--- config.mk ---
export PLATFORM = sky130hd
export DESIGN_NAME = divider_scaled_moving_average_top
export DESIGN_NICKNAME = d
export VERILOG_FILES = /design/src/design/dsma_pkg.sv /design/src/design/dsma_divider.sv /design/src/design/dsma_window.sv /design/src/design/divider_scaled_moving_average_top.sv
export VERILOG_INCLUDE_DIRS = /design/src /design/src/design
export SDC_FILE = /design/constraint.sdc
export NUM_CORES = 2
export LEC_CHECK = 0
export ABC_AREA = 0
export BUFFER_PORTS_ARGS = -buffer_cell sky130_fd_sc_hd__buf_2
export CORE_ASPECT_RATIO = 1.4
export CORE_UTILIZATION = 60
export CTS_CLUSTER_DIAMETER = 40
export DETAILED_ROUTE_END_ITERATION = 10
export PLACE_DENSITY = 0.77
export SLEW_MARGIN = 20
export SYNTH_ARGS = -nofsm -noshare
export SYNTH_HDL_FRONTEND = slang
export SYNTH_SLANG_ARGS = --single-unit
--- constraint.sdc ---
create_clock -name clk_i -period 13.6 [get_ports clk_i]
set_clock_uncertainty 0.1 [all_clocks]
set_input_delay 0.68 -clock clk_i [delete_from_list [all_inputs] [get_ports clk_i]]
set_output_delay 0.68 -clock clk_i [all_outputs]
set_load 0.05 [all_outputs]
--- src/design/divider_scaled_moving_average_top_macros.svh ---
// Assertion macros for the scaled moving-average monitor.
`ifndef DIVIDER_SCALED_MOVING_AVERAGE_TOP_MACROS_SVH
`define DIVIDER_SCALED_MOVING_AVERAGE_TOP_MACROS_SVH

`ifndef SYNTHESIS

`define DSMA_ASSERT_CLK(lbl, clk, rstn, prop) \
  lbl: assert property (@(posedge clk) disable iff (!rstn) prop) \
    else $error("dsma assertion failed");

`define DSMA_ASSERT(lbl, prop) \
  `DSMA_ASSERT_CLK(lbl, clk_i, rst_ni, prop)

`else

`define DSMA_ASSERT_CLK(lbl, clk, rstn, prop)

`define DSMA_ASSERT(lbl, prop)

`endif

`endif

--- src/design/dsma_pkg.sv ---
// Types and constants shared by the scaled moving-average monitor.
package dsma_pkg;

  localparam int SMP_W  = 16;
  localparam int RES_W  = 20;
  localparam int RAT_W  = RES_W + 1;
  localparam int DVD_W  = SMP_W + RAT_W;
  localparam int DVS_W  = RES_W;
  localparam int CNT_W  = 6;
  localparam int SUM_W  = 24;
  localparam int HELD_W = 8;
  localparam int CFG_W  = 20;
  localparam int IDX_W  = 2;

  localparam logic [SMP_W-1:0] SAT16 = 16'hFFFF;

  localparam logic [SMP_W-1:0] FS_RESET     = 16'd3600;
  localparam logic [RES_W-1:0] TOP_RESET    = 20'd100000;
  localparam logic [RES_W-1:0] BOTTOM_RESET = 20'd100000;

  localparam logic [IDX_W-1:0] CFG_ENABLE = 2'd0;
  localparam logic [IDX_W-1:0] CFG_FS     = 2'd1;
  localparam logic [IDX_W-1:0] CFG_TOP    = 2'd2;
  localparam logic [IDX_W-1:0] CFG_BOTTOM = 2'd3;

  typedef enum logic [3:0] {
    ST_IDLE,
    ST_MUL_MV,
    ST_LD_MV,
    ST_WAIT_MV,
    ST_MUL_SC,
    ST_LD_SC,
    ST_WAIT_SC,
    ST_UPDATE,
    ST_LD_AVG,
    ST_WAIT_AVG,
    ST_RESP
  } dsma_state_e;

  typedef struct packed {
    logic             start;
    logic [DVD_W-1:0] dividend;
    logic [DVS_W-1:0] divisor;
    logic [CNT_W-1:0] steps;
  } div_req_t;

  typedef struct packed {
    logic             busy;
    logic             done;
    logic [DVD_W-1:0] quotient;
  } div_rsp_t;

endpackage

--- src/design/dsma_divider.sv ---
// Shared restoring divider, one quotient bit per cycle.
module dsma_divider (
  input  logic               clk_i,
  input  logic               rst_ni,
  input  dsma_pkg::div_req_t req_i,
  output dsma_pkg::div_rsp_t rsp_o
);

  logic [dsma_pkg::DVD_W-1:0] q_q;
  logic [dsma_pkg::DVS_W-1:0] r_q;
  logic [dsma_pkg::DVS_W-1:0] d_q;
  logic [dsma_pkg::CNT_W-1:0] cnt_q;
  logic                       busy_q;
  logic                       done_q;
  logic [dsma_pkg::DVS_W:0]   rs;
  logic [dsma_pkg::DVS_W:0]   diff;

  assign rs   = {r_q, q_q[dsma_pkg::DVD_W-1]};
  assign diff = rs - {1'b0, d_q};

  always_ff @(posedge clk_i or negedge rst_ni) begin
    if (!rst_ni) begin
      q_q    <= '0;
      r_q    <= '0;
      d_q    <= '0;
      cnt_q  <= '0;
      busy_q <= 1'b0;
      done_q <= 1'b0;
    end else if (req_i.start) begin
      q_q    <= req_i.dividend;
      r_q    <= '0;
      d_q    <= req_i.divisor;
      cnt_q  <= req_i.steps;
      busy_q <= 1'b1;
      done_q <= 1'b0;
    end else if (busy_q) begin
      q_q   <= {q_q[dsma_pkg::DVD_W-2:0], ~diff[dsma_pkg::DVS_W]};
      r_q   <= diff[dsma_pkg::DVS_W] ? rs[dsma_pkg::DVS_W-1:0] : diff[dsma_pkg::DVS_W-1:0];
      cnt_q <= cnt_q - dsma_pkg::CNT_W'(1);
      if (cnt_q == dsma_pkg::CNT_W'(1)) begin
        busy_q <= 1'b0;
        done_q <= 1'b1;
      end
    end else begin
      done_q <= 1'b0;
    end
  end

  assign rsp_o.busy     = busy_q;
  assign rsp_o.done     = done_q;
  assign rsp_o.quotient = q_q;

endmodule

--- src/design/dsma_window.sv ---
// Sample ring with running sum and fill count.
module dsma_window #(
  parameter int DEPTH  = 8,
  parameter int SLOT_W = 3,
  parameter int FILL_W = 4
) (
  input  logic                       clk_i,
  input  logic                       rst_ni,
  input  logic                       push_i,
  input  logic [dsma_pkg::SMP_W-1:0] sample_i,
  output logic [dsma_pkg::SUM_W-1:0] sum_o,
  output logic [FILL_W-1:0]          fill_o
);

  logic [dsma_pkg::SMP_W-1:0] mem [DEPTH];
  logic [dsma_pkg::SMP_W-1:0] old_q;
  logic [SLOT_W-1:0]          slot_q, slot_d;
  logic [FILL_W-1:0]          fill_q, fill_d;
  logic [dsma_pkg::SUM_W-1:0] sum_q, sum_d;
  logic                       full;

  always_ff @(posedge clk_i) begin
    old_q <= mem[slot_q];
    if (push_i) begin
      mem[slot_q] <= sample_i;
    end
  end

  assign full = (fill_q == FILL_W'(DEPTH));

  always_comb begin
    slot_d = slot_q;
    fill_d = fill_q;
    sum_d  = sum_q;
    if (push_i) begin
      slot_d = (slot_q == SLOT_W'(DEPTH - 1)) ? '0 : slot_q + SLOT_W'(1);
      fill_d = full ? fill_q : fill_q + FILL_W'(1);
      sum_d  = sum_q + dsma_pkg::SUM_W'(sample_i)
             - (full ? dsma_pkg::SUM_W'(old_q) : '0);
    end
  end

  always_ff @(posedge clk_i or negedge rst_ni) begin
    if (!rst_ni) begin
      slot_q <= '0;
      fill_q <= '0;
      sum_q  <= '0;
    end else begin
      slot_q <= slot_d;
      fill_q <= fill_d;
      sum_q  <= sum_d;
    end
  end

  assign sum_o  = sum_q;
  assign fill_o = fill_q;

endmodule

--- src/design/divider_scaled_moving_average_top.sv ---
// Top level of the scaled moving-average voltage monitor.
// A good sample gets its result from the shared restoring divider, which produces one quotient
// bit per cycle over three divisions: code to millivolts (CODE_BITS + 16 steps), divider ratio
// (37 steps, skipped for a zero bottom resistor) and window average (24 steps). A failed
// conversion or a disabled monitor goes straight to the result state with no division.
// A new request is taken only once the previous result has moved into the output register, so
// a stalled output holds the block.
`include "divider_scaled_moving_average_top_macros.svh"

module divider_scaled_moving_average_top #(
  parameter int WINDOW_DEPTH = 8,
  parameter int CODE_BITS    = 12
) (
  input  logic                        clk_i,
  input  logic                        rst_ni,
  input  logic                        cfg_we_i,
  input  logic [dsma_pkg::IDX_W-1:0]  cfg_idx_i,
  input  logic [dsma_pkg::CFG_W-1:0]  cfg_data_i,
  input  logic                        in_valid_i,
  output logic                        in_ready_o,
  input  logic [CODE_BITS-1:0]        adc_code_i,
  input  logic                        conversion_ok_i,
  output logic                        out_valid_o,
  input  logic                        out_ready_i,
  output logic [dsma_pkg::SMP_W-1:0]  average_mv_o,
  output logic [dsma_pkg::HELD_W-1:0] samples_held_o
);

  localparam int SLOT_W = (WINDOW_DEPTH > 1) ? $clog2(WINDOW_DEPTH) : 1;
  localparam int FILL_W = $clog2(WINDOW_DEPTH + 1);
  localparam int MVP_W  = CODE_BITS + dsma_pkg::SMP_W;
  localparam logic [dsma_pkg::DVS_W-1:0] CMAX = dsma_pkg::DVS_W'((64'd1 << CODE_BITS) - 1);

  dsma_pkg::dsma_state_e state_q, state_d;

  logic                       enable_q;
  logic [dsma_pkg::SMP_W-1:0] fs_q;
  logic [dsma_pkg::RES_W-1:0] top_q;
  logic [dsma_pkg::RES_W-1:0] bottom_q;

  logic [CODE_BITS-1:0]        code_q;
  logic [dsma_pkg::RAT_W-1:0]  ratio_q;
  logic [dsma_pkg::DVD_W-1:0]  prod_q, prod_d;
  logic [dsma_pkg::SMP_W-1:0]  mul_a;
  logic [dsma_pkg::RAT_W-1:0]  mul_b;
  logic [dsma_pkg::SMP_W-1:0]  mv_q;
  logic [dsma_pkg::SMP_W-1:0]  sample_q;
  logic [dsma_pkg::SMP_W-1:0]  sat_val;
  logic [dsma_pkg::SMP_W-1:0]  avg_q;
  logic [dsma_pkg::SMP_W-1:0]  res_avg_q;
  logic [dsma_pkg::HELD_W-1:0] res_held_q;
  logic [dsma_pkg::SMP_W-1:0]  out_avg_q;
  logic [dsma_pkg::HELD_W-1:0] out_held_q;
  logic                        out_valid_q;

  logic                        accept;
  logic                        out_free;
  logic                        push;
  logic [dsma_pkg::SUM_W-1:0]  win_sum;
  logic [FILL_W-1:0]           win_fill;

  dsma_pkg::div_req_t div_req;
  dsma_pkg::div_rsp_t div_rsp;

  assign accept   = in_valid_i & in_ready_o;
  assign out_free = ~out_valid_q | out_ready_i;

  // Configuration registers
  always_ff @(posedge clk_i or negedge rst_ni) begin
    if (!rst_ni) begin
      enable_q <= 1'b0;
      fs_q     <= dsma_pkg::FS_RESET;
      top_q    <= dsma_pkg::TOP_RESET;
      bottom_q <= dsma_pkg::BOTTOM_RESET;
    end else if (cfg_we_i) begin
      case (cfg_idx_i)
        dsma_pkg::CFG_ENABLE: enable_q <= cfg_data_i[0];
        dsma_pkg::CFG_FS:     fs_q     <= cfg_data_i[dsma_pkg::SMP_W-1:0];
        dsma_pkg::CFG_TOP:    top_q    <= cfg_data_i[dsma_pkg::RES_W-1:0];
        dsma_pkg::CFG_BOTTOM: bottom_q <= cfg_data_i[dsma_pkg::RES_W-1:0];
        default: ;
      endcase
    end
  end

  // Next state
  always_comb begin
    state_d = state_q;
    case (state_q)
      dsma_pkg::ST_IDLE: begin
        if (in_valid_i) begin
          state_d = (enable_q && conversion_ok_i) ? dsma_pkg::ST_MUL_MV : dsma_pkg::ST_RESP;
        end
      end
      dsma_pkg::ST_MUL_MV:  state_d = dsma_pkg::ST_LD_MV;
      dsma_pkg::ST_LD_MV:   state_d = dsma_pkg::ST_WAIT_MV;
      dsma_pkg::ST_WAIT_MV: begin
        if (div_rsp.done) begin
          state_d = dsma_pkg::ST_MUL_SC;
        end
      end
      dsma_pkg::ST_MUL_SC: begin
        state_d = (bottom_q == '0) ? dsma_pkg::ST_UPDATE : dsma_pkg::ST_LD_SC;
      end
      dsma_pkg::ST_LD_SC:   state_d = dsma_pkg::ST_WAIT_SC;
      dsma_pkg::ST_WAIT_SC: begin
        if (div_rsp.done) begin
          state_d = dsma_pkg::ST_UPDATE;
        end
      end
      dsma_pkg::ST_UPDATE:  state_d = dsma_pkg::ST_LD_AVG;
      dsma_pkg::ST_LD_AVG:  state_d = dsma_pkg::ST_WAIT_AVG;
      dsma_pkg::ST_WAIT_AVG: begin
        if (div_rsp.done) begin
          state_d = dsma_pkg::ST_RESP;
        end
      end
      dsma_pkg::ST_RESP: begin
        if (out_free) begin
          state_d = dsma_pkg::ST_IDLE;
        end
      end
      default: state_d = dsma_pkg::ST_IDLE;
    endcase
  end

  // Control outputs
  always_comb begin
    in_ready_o       = 1'b0;
    push             = 1'b0;
    mul_a            = dsma_pkg::SMP_W'(code_q);
    mul_b            = dsma_pkg::RAT_W'(fs_q);
    div_req.start    = 1'b0;
    div_req.dividend = {prod_q[MVP_W-1:0], {(dsma_pkg::DVD_W - MVP_W){1'b0}}};
    div_req.divisor  = CMAX;
    div_req.steps    = dsma_pkg::CNT_W'(MVP_W);
    case (state_q)
      dsma_pkg::ST_IDLE:   in_ready_o = 1'b1;
      dsma_pkg::ST_MUL_SC: begin
        mul_a = mv_q;
        mul_b = ratio_q;
      end
      dsma_pkg::ST_LD_MV:  div_req.start = 1'b1;
      dsma_pkg::ST_LD_SC: begin
        div_req.start    = 1'b1;
        div_req.dividend = prod_q;
        div_req.divisor  = bottom_q;
        div_req.steps    = dsma_pkg::CNT_W'(dsma_pkg::DVD_W);
      end
      dsma_pkg::ST_UPDATE: push = 1'b1;
      dsma_pkg::ST_LD_AVG: begin
        div_req.start    = 1'b1;
        div_req.dividend = {win_sum, {(dsma_pkg::DVD_W - dsma_pkg::SUM_W){1'b0}}};
        div_req.divisor  = dsma_pkg::DVS_W'(win_fill);
        div_req.steps    = dsma_pkg::CNT_W'(dsma_pkg::SUM_W);
      end
      default: ;
    endcase
  end

  assign prod_d  = dsma_pkg::DVD_W'(mul_a) * dsma_pkg::DVD_W'(mul_b);
  assign sat_val = (|div_rsp.quotient[dsma_pkg::DVD_W-1:dsma_pkg::SMP_W])
                 ? dsma_pkg::SAT16 : div_rsp.quotient[dsma_pkg::SMP_W-1:0];

  always_ff @(posedge clk_i or negedge rst_ni) begin
    if (!rst_ni) begin
      state_q <= dsma_pkg::ST_IDLE;
    end else begin
      state_q <= state_d;
    end
  end

  // Datapath
  always_ff @(posedge clk_i) begin
    if (accept) begin
      code_q  <= adc_code_i;
      ratio_q <= dsma_pkg::RAT_W'(top_q) + dsma_pkg::RAT_W'(bottom_q);
    end
    if (state_q == dsma_pkg::ST_MUL_MV || state_q == dsma_pkg::ST_MUL_SC) begin
      prod_q <= prod_d;
    end
    if (state_q == dsma_pkg::ST_WAIT_MV && div_rsp.done) begin
      mv_q <= div_rsp.quotient[dsma_pkg::SMP_W-1:0];
    end
    if (state_q == dsma_pkg::ST_MUL_SC && bottom_q == '0) begin
      sample_q <= dsma_pkg::SAT16;
    end
    if (state_q == dsma_pkg::ST_WAIT_SC && div_rsp.done) begin
      sample_q <= sat_val;
    end
  end

  // Result and output registers
  always_ff @(posedge clk_i or negedge rst_ni) begin
    if (!rst_ni) begin
      avg_q       <= '0;
      res_avg_q   <= '0;
      res_held_q  <= '0;
      out_avg_q   <= '0;
      out_held_q  <= '0;
      out_valid_q <= 1'b0;
    end else begin
      if (accept && !enable_q) begin
        res_avg_q  <= '0;
        res_held_q <= '0;
      end else if (accept && !conversion_ok_i) begin
        res_avg_q  <= avg_q;
        res_held_q <= dsma_pkg::HELD_W'(win_fill);
      end
      if (state_q == dsma_pkg::ST_WAIT_AVG && div_rsp.done) begin
        avg_q      <= div_rsp.quotient[dsma_pkg::SMP_W-1:0];
        res_avg_q  <= div_rsp.quotient[dsma_pkg::SMP_W-1:0];
        res_held_q <= dsma_pkg::HELD_W'(win_fill);
      end
      if (state_q == dsma_pkg::ST_RESP && out_free) begin
        out_avg_q   <= res_avg_q;
        out_held_q  <= res_held_q;
        out_valid_q <= 1'b1;
      end else if (out_ready_i) begin
        out_valid_q <= 1'b0;
      end
    end
  end

  assign out_valid_o    = out_valid_q;
  assign average_mv_o   = out_avg_q;
  assign samples_held_o = out_held_q;

  dsma_divider u_divider (
    .clk_i  (clk_i),
    .rst_ni (rst_ni),
    .req_i  (div_req),
    .rsp_o  (div_rsp)
  );

  dsma_window #(
    .DEPTH  (WINDOW_DEPTH),
    .SLOT_W (SLOT_W),
    .FILL_W (FILL_W)
  ) u_window (
    .clk_i    (clk_i),
    .rst_ni   (rst_ni),
    .push_i   (push),
    .sample_i (sample_q),
    .sum_o    (win_sum),
    .fill_o   (win_fill)
  );

  `DSMA_ASSERT(a_fill_bound, win_fill <= FILL_W'(WINDOW_DEPTH))
  `DSMA_ASSERT(a_div_idle_start, div_req.start |-> !div_rsp.busy)
  `DSMA_ASSERT(a_empty_zero_avg, (out_valid_o && samples_held_o == '0) |-> average_mv_o == '0)

endmodule
==> results.cfg <==
[run_status]
status = complete, no violations

[grt]
grt_pass1_vias = 26600
grt_pass1_wl_mm = 151
grt_overflow_total = 0
grt_max_degree = 109
grt_util_all_layers = 0.343
grt_antenna_before_repair = 1

[clock_network]
cts_tree = yes
clk_pin_slew_ns = 0.07
cts-resized-gates = 0
clock-root-buffer = clkbuf_16
htreeDepth = 2
hold_buffers = 0
clk_path_buf_depth = 3
worstSkewPairLatency_ns = 0.65
cts_setup_buffers = 0
cts_sinks = 480
cts_inserted_buffers = 56

[drt]
ant_nets = 0
drc = 0
vias = 25300
drtIter0Drc = 1871
drt-total-wl_mm = 97.9
wl_per_cell_um = 24.1
firstDrtPassIters = 6
vias_per_cell = 6.22

[timing]
tightest_slew_ns = 1.13
tns_ns = 0
setup_viol = 0
fin_crit_ns = 9.16
final_max_slew_viol_count = 0
rsz0062_at_grt = no
fmax_mhz = 109
slew_headroom = 0.223
timing.final.hold_violations = 0
period_share = 0.673

[worst_setup_path]
path_common_cell = fa_1
cp-end-kind = flop
cp-start-kind = flop
path_class = reg -> reg
critPathMaxFanout = 72
critPathArrivalTime_ns = 9.42
crit_required_ns = 13.87
cpPeakStageDelay_ns = 0.82
reg2reg_slack_ns = 4.44
cp_slowest_cell = a2111oi_0
crit_chain = nand2b_1, nor3_2, buf_4, buf_4, mux2i_1, nor2_1, fa_1, inv_1, fa_1, inv_1, fa_1, fa_1, fa_1, inv_1, fa_1, inv_1, ha_1, nand2_1, o21ai_0, a2111oi_0, a2111oi_0, nor4_1, nor3_1, xor2_1

[job]
drv_cap = 0

[synthesis]
synthCells = 3274
synth_seq_cells = 480
synth_edf_count = 230
synthArstFlopShare = 0.488
post_synth_num_cell_types = 84
synth_top_area_frac = 0.201
syn_area_per_cell_um2 = 10.5
synthFlopType = edfxtp_1
ys_warn_count = 0
synth_top_cell_by_area = edfxtp_1
syn_area_um2 = 34300
ys_top_cells_by_area = edfxtp_1 20%, fa_1 16%, dfrtp_1 16%
synth-seq-area-share = 0.382

[floorplan]
pin_count = 66
core-area_um2 = 56400
initial_core_util = 0.608
rows = 103
die_h_um = 285
fp.dieArea_um2 = 58200
die_x_um = 204

[placed_design]
portBuffers = 61
place_congestion = 1.02
hpwlAfterDp_mm = 74.5

[finish]
nets = 3783
drive_gt1_frac = 0.117
final_cell_mix = 448 x inv_1, 353 x nand2_1, 282 x fa_1
n_antenna_cell = 0
layout_commonest_cell = inv_1
syn_to_final_growth_pct = 8.48

[hold_path]
hp-class = in -> async
-- registers in the layout, summed over array words and instances (netlist names), 21 cells and up --
| register | flops |
|---|---|
| ratio_q | 21 |
| prod_q | 37 |
| u_divider.q_q | 37 |
| u_window.sum_o | 24 |
| u_window.mem | 128 |
-- path summary, 6_finish.rpt --
| check | endpoint | startpoint | cells after the start |
|---|---|---|---|
| worst min register to register | u_window.sum_o[11]$_DFFE_PN0P_ | u_window.sum_o[11]$_DFFE_PN0P_ | 2 |
| worst max-delay path | prod_q[33]$_DFFE_PP_ | state_q[2]$_DFFE_PN0P_ | 24 |
| min in group clk_i | code_q[1]$_DFFE_PP_ | adc_code_i[1] | 1 |
| worst min-delay path | res_avg_q[14]$_DFFE_PN0P_ | rst_ni | 1 |
| max in group asynchronous | u_window.sum_o[20]$_DFFE_PN0P_ | rst_ni | 3 |
| worst max register to register | prod_q[33]$_DFFE_PP_ | state_q[2]$_DFFE_PN0P_ | 24 |
-- area by class of cell --
cell class              instances  area, um2
inverters                     448       1680
clock buffers                  62       1430
repair buffers                 91        544
fillers                      4338      19200
multi-input cells            2205      19100
well taps                     735        920
flip-flops and latches        480      13100
clock inverters                43        487
-- synth_stat cells (all sizes together), types with 33 or more instances --
library cell and instances:
clkbuf 124, nand2 353, xnor2 56, o21ai 156
fa 282, and3 66, nor3 38, edfxtp 230
mux2 129, and2 71, nand3 55, inv 448
a21oi 115, nor2b 33, ha 179, dfrtp 218
mux2i 43, a21o 50, a211oi 38, nor2 163
-- worst max-delay path: cells and delay by family, from the launching register on --
family | cells | cell delay, ns
fa+ha+maj | 7 | 3.42
mux | 1 | 0.79
simple gates | 6 | 1.05
flops | 1 | 0.70
compound gates | 3 | 1.41
buf+inv | 6 | 1.20
xor+xnor | 1 | 0.11
-- through the flow --
stage / util / cell area [um2] / hold WS, ns / cells / worst slack [ns]
floorplan: - / 34300 / 0.284 / 3277 / 6.16
global placement: 0.625 / 35300 / 0.362 / 3958 / 5.05
detailed placement: 0.625 / 35300 / 0.372 / 3958 / 4.71
CTS: 0.659 / 37200 / 0.00286 / 4063 / 4.65
global route: 0.660 / 37200 / 0.0588 / 4064 / 4.00
finish: 0.660 / 37200 / 0.00610 / 4064 / 4.44
-- cells by family after synthesis --
kind of cell	after synthesis	share of synthesized area
and+or+nand+nor	880	0.121
buffers and inverters	592	0.0666
AOI/OAI and AO/OA	585	0.112
DFF	480	0.382
adders and majority gates	461	0.230
muxes	193	0.0686
xor gates and xnor gates	82	0.0209
other	1	0.000109
-- per-layer routing --
layer | part of all wire | wire, um | GRT usage
met1 | 0.37 | 35800 | 0.403
met2 | 0.52 | 50500 | 0.604
met3 | 0.056 | 5490 | 0.0386
met4 | 0.063 | 6160 | 0.196
met5 | 0 | 0 | 0
Power is left out: the tool's default activity adds up to more than one toggle a clock period on the data nets, which glitch-free logic cannot reach.
